File: src/rtl/core/riti_pkg.sv
// Package for the refraction index table interpolator core.
// Holds table sizing, mode and status codes, controller states and control structs.
package riti_pkg;

    localparam int TABLE_DEPTH = 512;
    localparam int ADDR_W      = $clog2(TABLE_DEPTH);
    localparam int CNT_W       = $clog2(TABLE_DEPTH + 1);
    localparam int ENTRIES_W   = 10;
    localparam int E_W         = 32;
    localparam int V_W         = 48;
    localparam int MAG_W       = 50;
    localparam int PROD_W      = MAG_W + E_W;
    // set-up steps (operands, low partial product, high partial product)
    // followed by one restoring step per product bit
    localparam int DIV_CYCLES  = PROD_W + 3;

    typedef enum logic [1:0] {
        MODE_LOAD  = 2'd0,
        MODE_QUERY = 2'd1,
        MODE_CLEAR = 2'd2,
        MODE_NONE  = 2'd3
    } mode_t;

    typedef enum logic [2:0] {
        ST_OK       = 3'd0,
        ST_ZERO     = 3'd1,
        ST_NOT_INCR = 3'd2,
        ST_FULL     = 3'd3,
        ST_RANGE    = 3'd4,
        ST_EMPTY    = 3'd5
    } status_t;

    typedef enum logic [3:0] {
        S_IDLE,
        S_DECIDE,
        S_SRCH_RD,
        S_SRCH_CMP,
        S_PAIR_RD,
        S_PAIR_LAT,
        S_MUL,
        S_DIV,
        S_FIN,
        S_OUT
    } state_t;

    typedef struct packed {
        logic capture;
        logic decide;
        logic srch_init;
        logic srch_rd;
        logic srch_cmp;
        logic pair_rd;
        logic pair_lat;
        logic mul;
        logic div_step;
        logic fin;
        logic out_valid;
    } cmd_t;

    typedef struct packed {
        logic     query_direct;
        logic     srch_done;
        logic     first_point;
        logic     div_done;
    } sts_t;

endpackage

File: src/rtl/core/riti_ctrl.sv
// Controller state machine of the interpolator core.
// Depends on riti_pkg for states and command/status structs.
module riti_ctrl (
    input  logic          aclk,
    input  logic          aresetn,
    input  logic          in_valid,
    output logic          in_ready,
    input  logic          out_ready,
    input  riti_pkg::sts_t sts,
    output riti_pkg::cmd_t cmd
);
    import riti_pkg::*;

    state_t state_reg, state_next;

    always_ff @(posedge aclk) begin
        if (!aresetn) begin
            state_reg <= S_IDLE;
        end else begin
            state_reg <= state_next;
        end
    end

    always_comb begin
        state_next = state_reg;
        case (state_reg)
            S_IDLE:     if (in_valid) state_next = S_DECIDE;
            S_DECIDE:   state_next = sts.query_direct ? S_SRCH_RD : S_OUT;
            S_SRCH_RD:  state_next = S_SRCH_CMP;
            S_SRCH_CMP: begin
                if (sts.srch_done) begin
                    state_next = sts.first_point ? S_FIN : S_PAIR_RD;
                end else begin
                    state_next = S_SRCH_RD;
                end
            end
            S_PAIR_RD:  state_next = S_PAIR_LAT;
            S_PAIR_LAT: state_next = S_MUL;
            S_MUL:      state_next = S_DIV;
            S_DIV:      if (sts.div_done) state_next = S_FIN;
            S_FIN:      state_next = S_OUT;
            S_OUT:      if (out_ready) state_next = S_IDLE;
            default:    state_next = S_IDLE;
        endcase
    end

    always_comb begin
        cmd = '0;
        in_ready = (state_reg == S_IDLE);
        case (state_reg)
            S_IDLE:     cmd.capture = in_valid;
            S_DECIDE: begin
                cmd.decide = 1'b1;
                cmd.srch_init = 1'b1;
            end
            S_SRCH_RD:  cmd.srch_rd = 1'b1;
            S_SRCH_CMP: cmd.srch_cmp = 1'b1;
            S_PAIR_RD:  cmd.pair_rd = 1'b1;
            S_PAIR_LAT: cmd.pair_lat = 1'b1;
            S_MUL:      cmd.mul = 1'b1;
            S_DIV:      cmd.div_step = 1'b1;
            S_FIN:      cmd.fin = 1'b1;
            S_OUT:      cmd.out_valid = 1'b1;
            default:    cmd = '0;
        endcase
    end

    assert property (@(posedge aclk) disable iff (!aresetn)
        (state_reg == S_OUT && !out_ready) |=> state_reg == S_OUT)
        else $error("result dropped while stalled");
    assert property (@(posedge aclk) disable iff (!aresetn)
        cmd.out_valid |-> !in_ready)
        else $error("input accepted while result pending");
    assert property (@(posedge aclk) disable iff (!aresetn)
        (state_reg == S_DIV && sts.div_done) |=> state_reg == S_FIN)
        else $error("divider completion missed");

endmodule

File: config.mk
export PLATFORM = sky130hd
export DESIGN_NAME = riti_ctrl
export DESIGN_NICKNAME = d
export VERILOG_FILES = /design/src/rtl/core/riti_pkg.sv /design/src/rtl/core/riti_ctrl.sv
export SDC_FILE = /design/constraint.sdc
export NUM_CORES = 1
export LEC_CHECK = 0
export ABC_AREA = 1
export BUFFER_PORTS_ARGS = -buffer_cell sky130_fd_sc_hd__buf_2
export CORE_AREA = 3 3 40 42
export CTS_BUF_LIST = sky130_fd_sc_hd__clkbuf_8
export DETAILED_ROUTE_END_ITERATION = 6
export DIE_AREA = 0 0 43 45
export HOLD_SLACK_MARGIN = 0.06
export PLACE_DENSITY = 0.54
export SKIP_CTS_REPAIR_TIMING = 1
export SYNTH_ARGS = -nofsm -noshare
export SYNTH_HDL_FRONTEND = slang
export SYNTH_SLANG_ARGS = --single-unit
File: constraint.sdc
create_clock -name aclk -period 1.2 [get_ports aclk]
set_input_delay 0.06 -clock aclk [delete_from_list [all_inputs] [get_ports aclk]]
set_output_delay 0.06 -clock aclk [all_outputs]
set_load 0.01 [all_outputs]
==> flow_summary.ini <==
[outcome]
status = complete, no violations

[routing]
dr.first_iter.drc_count = 5
wl_met1_um = 433
num_vias = 442
ant_nets = 0
dr_wl_met2_um = 407
drc_errors = 0
wl_um = 923
wl_met3_um = 63
vias_per_cell = 4.25
first_pass_iters = 4
wire_per_inst_um = 8.88
dr.max_layer_used = met4

[pwr]
p_leak_nw = 0.332
seq_power_share_pct = 23.2
p_sw_share_pct = 35.2
p_switching_uw = 260
internal_power_uw = 477
peakVddDrop_v = 0.000564
power_frac_clock_pct = 37.6
finalPower_uw = 737
powerDensity_nw_per_um2 = 1340
pwr-share-comb_pct = 39.2

[critical_path]
rrSetupSlack_ns = 0.08
crit_buf_inv = 2
crit_path_start_kind = register
critPathMaxFanout = 6
rr_worst_depth = 7
path_depth = 4
worstSetupEndpointType = output pin
arrival_ns = 1.07
timing.rr.end = state_reg[3]$_SDFFE_PN0P_
crit_type = reg2out
critPathRequiredTime_ns = 1.14
crit_family = flip-flops
critPathMaxStageDelay_ns = 0.33
slowest_stage = dfxtp_1
crit_path_cell_trace = inv_2 -> nand3_1 -> nor2_1 -> buf_2
r2r_start = state_reg[3]$_SDFFE_PN0P_

[job]
cap_viol_max_count = 0

[sta]
fin_ws_ns = 0.0672
fin_worst_skew_ns = 0.00128
setup_tns_ns = 0
hold_viol = 0
max_freq_mhz = 883
period_share_pct = 94.4
finalSetupViolations = 0
tightest_slew_ns = 0.173
max_slew_margin_pct = 88.4
drv_slew = 0
rsz0062_at_grt = true
layout_min_cycle_time_ns = 1.13

[cells_and_area]
largest_reg_flops = 4
final_core_util_pct = 42.8
drive_gt1_share_pct = 46.1
syn_to_final_growth_pct = 37.1
n_fill_cell = 145
insertedDiodeCount = 0
final_nets = 99

[min_path]
hold_path.startpoint = aresetn
hold_end = state_reg[1]$_SDFFE_PN0P_
min_path_type = in2reg
holdPathStages = 3

[synthesis]
yosysTopAreaCell = dfxtp_1
synth_seq_cells = 4
syn_inst = 68
synth_common_cells = inv_1, nor2_1, nand2_1, nand2_2, nand3_1
synthesis.nets = 76
synthTopCellsByArea = dfxtp_1, inv_1, nor2_1, nand2_2, nand2_1
synth_edf_count = 0
ys_types = 18
ys.flop_type = dfxtp_1
synth-seq-area-share_pct = 19.9
synth.avg_cell_area_um2 = 5.91
synthArstFlopShare_pct = 0
yosysWarningCount = 0
synth.top_cell.area_share_pct = 19.9
syn_area_um2 = 402

[cts]
numClockSinks = 4
clockBufferDepth = 2
clk_latency_ns = 0.21
cts_tree = done
htreeDepth = 1
numCtsBuffers = 3
clkTransAtPathRegs_ns = 0.03
cts_root_buf = clkbuf_8

[die]
ios = 20
dieHeight_um = 45
design.die.area_um2 = 1940
fp.dieW_um = 43
num_rows = 13
initial_core_util_pct = 31.3
coreArea_um2 = 1280

[global_route]
antenna_found_initial = 0
first_global_vias = 416
overflow = 0
grt_pass1_wl_um = 1550
grtUsageTotal_pct = 10.7
grt_max_degree = 7

[placement]
dp.final_hpwl_um = 811
io_buffers = 19
gp_congestion = 0.713
dpl_worst_slack_ns = 0.0980
cells by family after synthesis:
group / Yosys count / share of synthesized area, %
and+or+nand+nor: 42 / 54.8
buffers and inverters: 17 / 16.8
AOI/OAI and AO/OA: 5 / 8.41
DFF: 4 / 19.9
cell type report:
class                   count  area [µm²]  area share [%]
flip-flops and latches      4        81.3            14.8
repair buffers             19        95.1            17.3
clock buffers               3        41.3            7.50
well taps                  15        18.8            3.41
multi-input cells          47         254            46.1
inverters                  16        60.1            10.9
metrics by stage:
step	instance area, µm²	instances	hold WS, ns
after floorplan	402	68	0.158
after global placement	508	101	0.277
after detailed placement	508	101	0.282
after CTS	549	104	0.0590
after global routing	551	104	0.101
final	551	104	0.0604
power groups by stage:
stage          clock, mW  combinational (mW)  sequential (mW)
3_5_place_dp           0               0.293            0.173
4_1_cts            0.288               0.294            0.171
2_1_floorplan          0               0.221            0.169
6_report           0.277               0.289            0.171
3_3_place_gp           0               0.296            0.172
5_1_grt            0.298               0.329            0.175
worst max path at each step:
| stage | startpoint | end | slack (ns) |
|---|---|---|---|
| final | state_reg[3]$_SDFFE_PN0P_ | cmd[3] | 0.07 |
| after global routing | state_reg[1]$_SDFFE_PN0P_ | state_reg[0]$_SDFFE_PN0P_ | -0.03 |
| after CTS | state_reg[3]$_SDFFE_PN0P_ | cmd[3] | 0.05 |
| after detailed placement | state_reg[1]$_SDFFE_PN0P_ | state_reg[0]$_SDFFE_PN0P_ | 0.1 |
| after global placement | state_reg[1]$_SDFFE_PN0P_ | state_reg[0]$_SDFFE_PN0P_ | 0.06 |
| after floorplan | state_reg[2]$_SDFFE_PN0P_ | state_reg[3]$_SDFFE_PN0P_ | 0.19 |
layout by cell type (no fill, tap or decap):
cell	netlist	layout
buf_2	0	19
inv_1	13	13
nor2_1	13	13
nand2_1	9	9
nand2_2	6	6
nand3_1	5	5
nor2_2	4	4
inv_2	3	3
clkbuf_8	0	3
dfxtp_1	4	3
nor2_4	2	2
nand2_4	1	1
o21ai_0	1	1
a21oi_1	1	1
o211ai_1	1	1
nand3_2	1	1
a21oi_2	1	1
o21a_1	1	1
nand4_1	1	1
dfxtp_2	0	1
per-layer routing:
layer / vias to the layer above / GRT usage (%)
li1: 244 / -
met1: 184 / 11.8
met2: 12 / 18.0
met3: 2 / 4.38
met4: 0 / 5.42
met5: - / 0
worst min-delay path, cell delays in order:
cell and delay, ns:
buf_2 0.10, nand2_1 0.05, inv_1 0.04
Note: power is estimated with default switching activity, not from simulation.
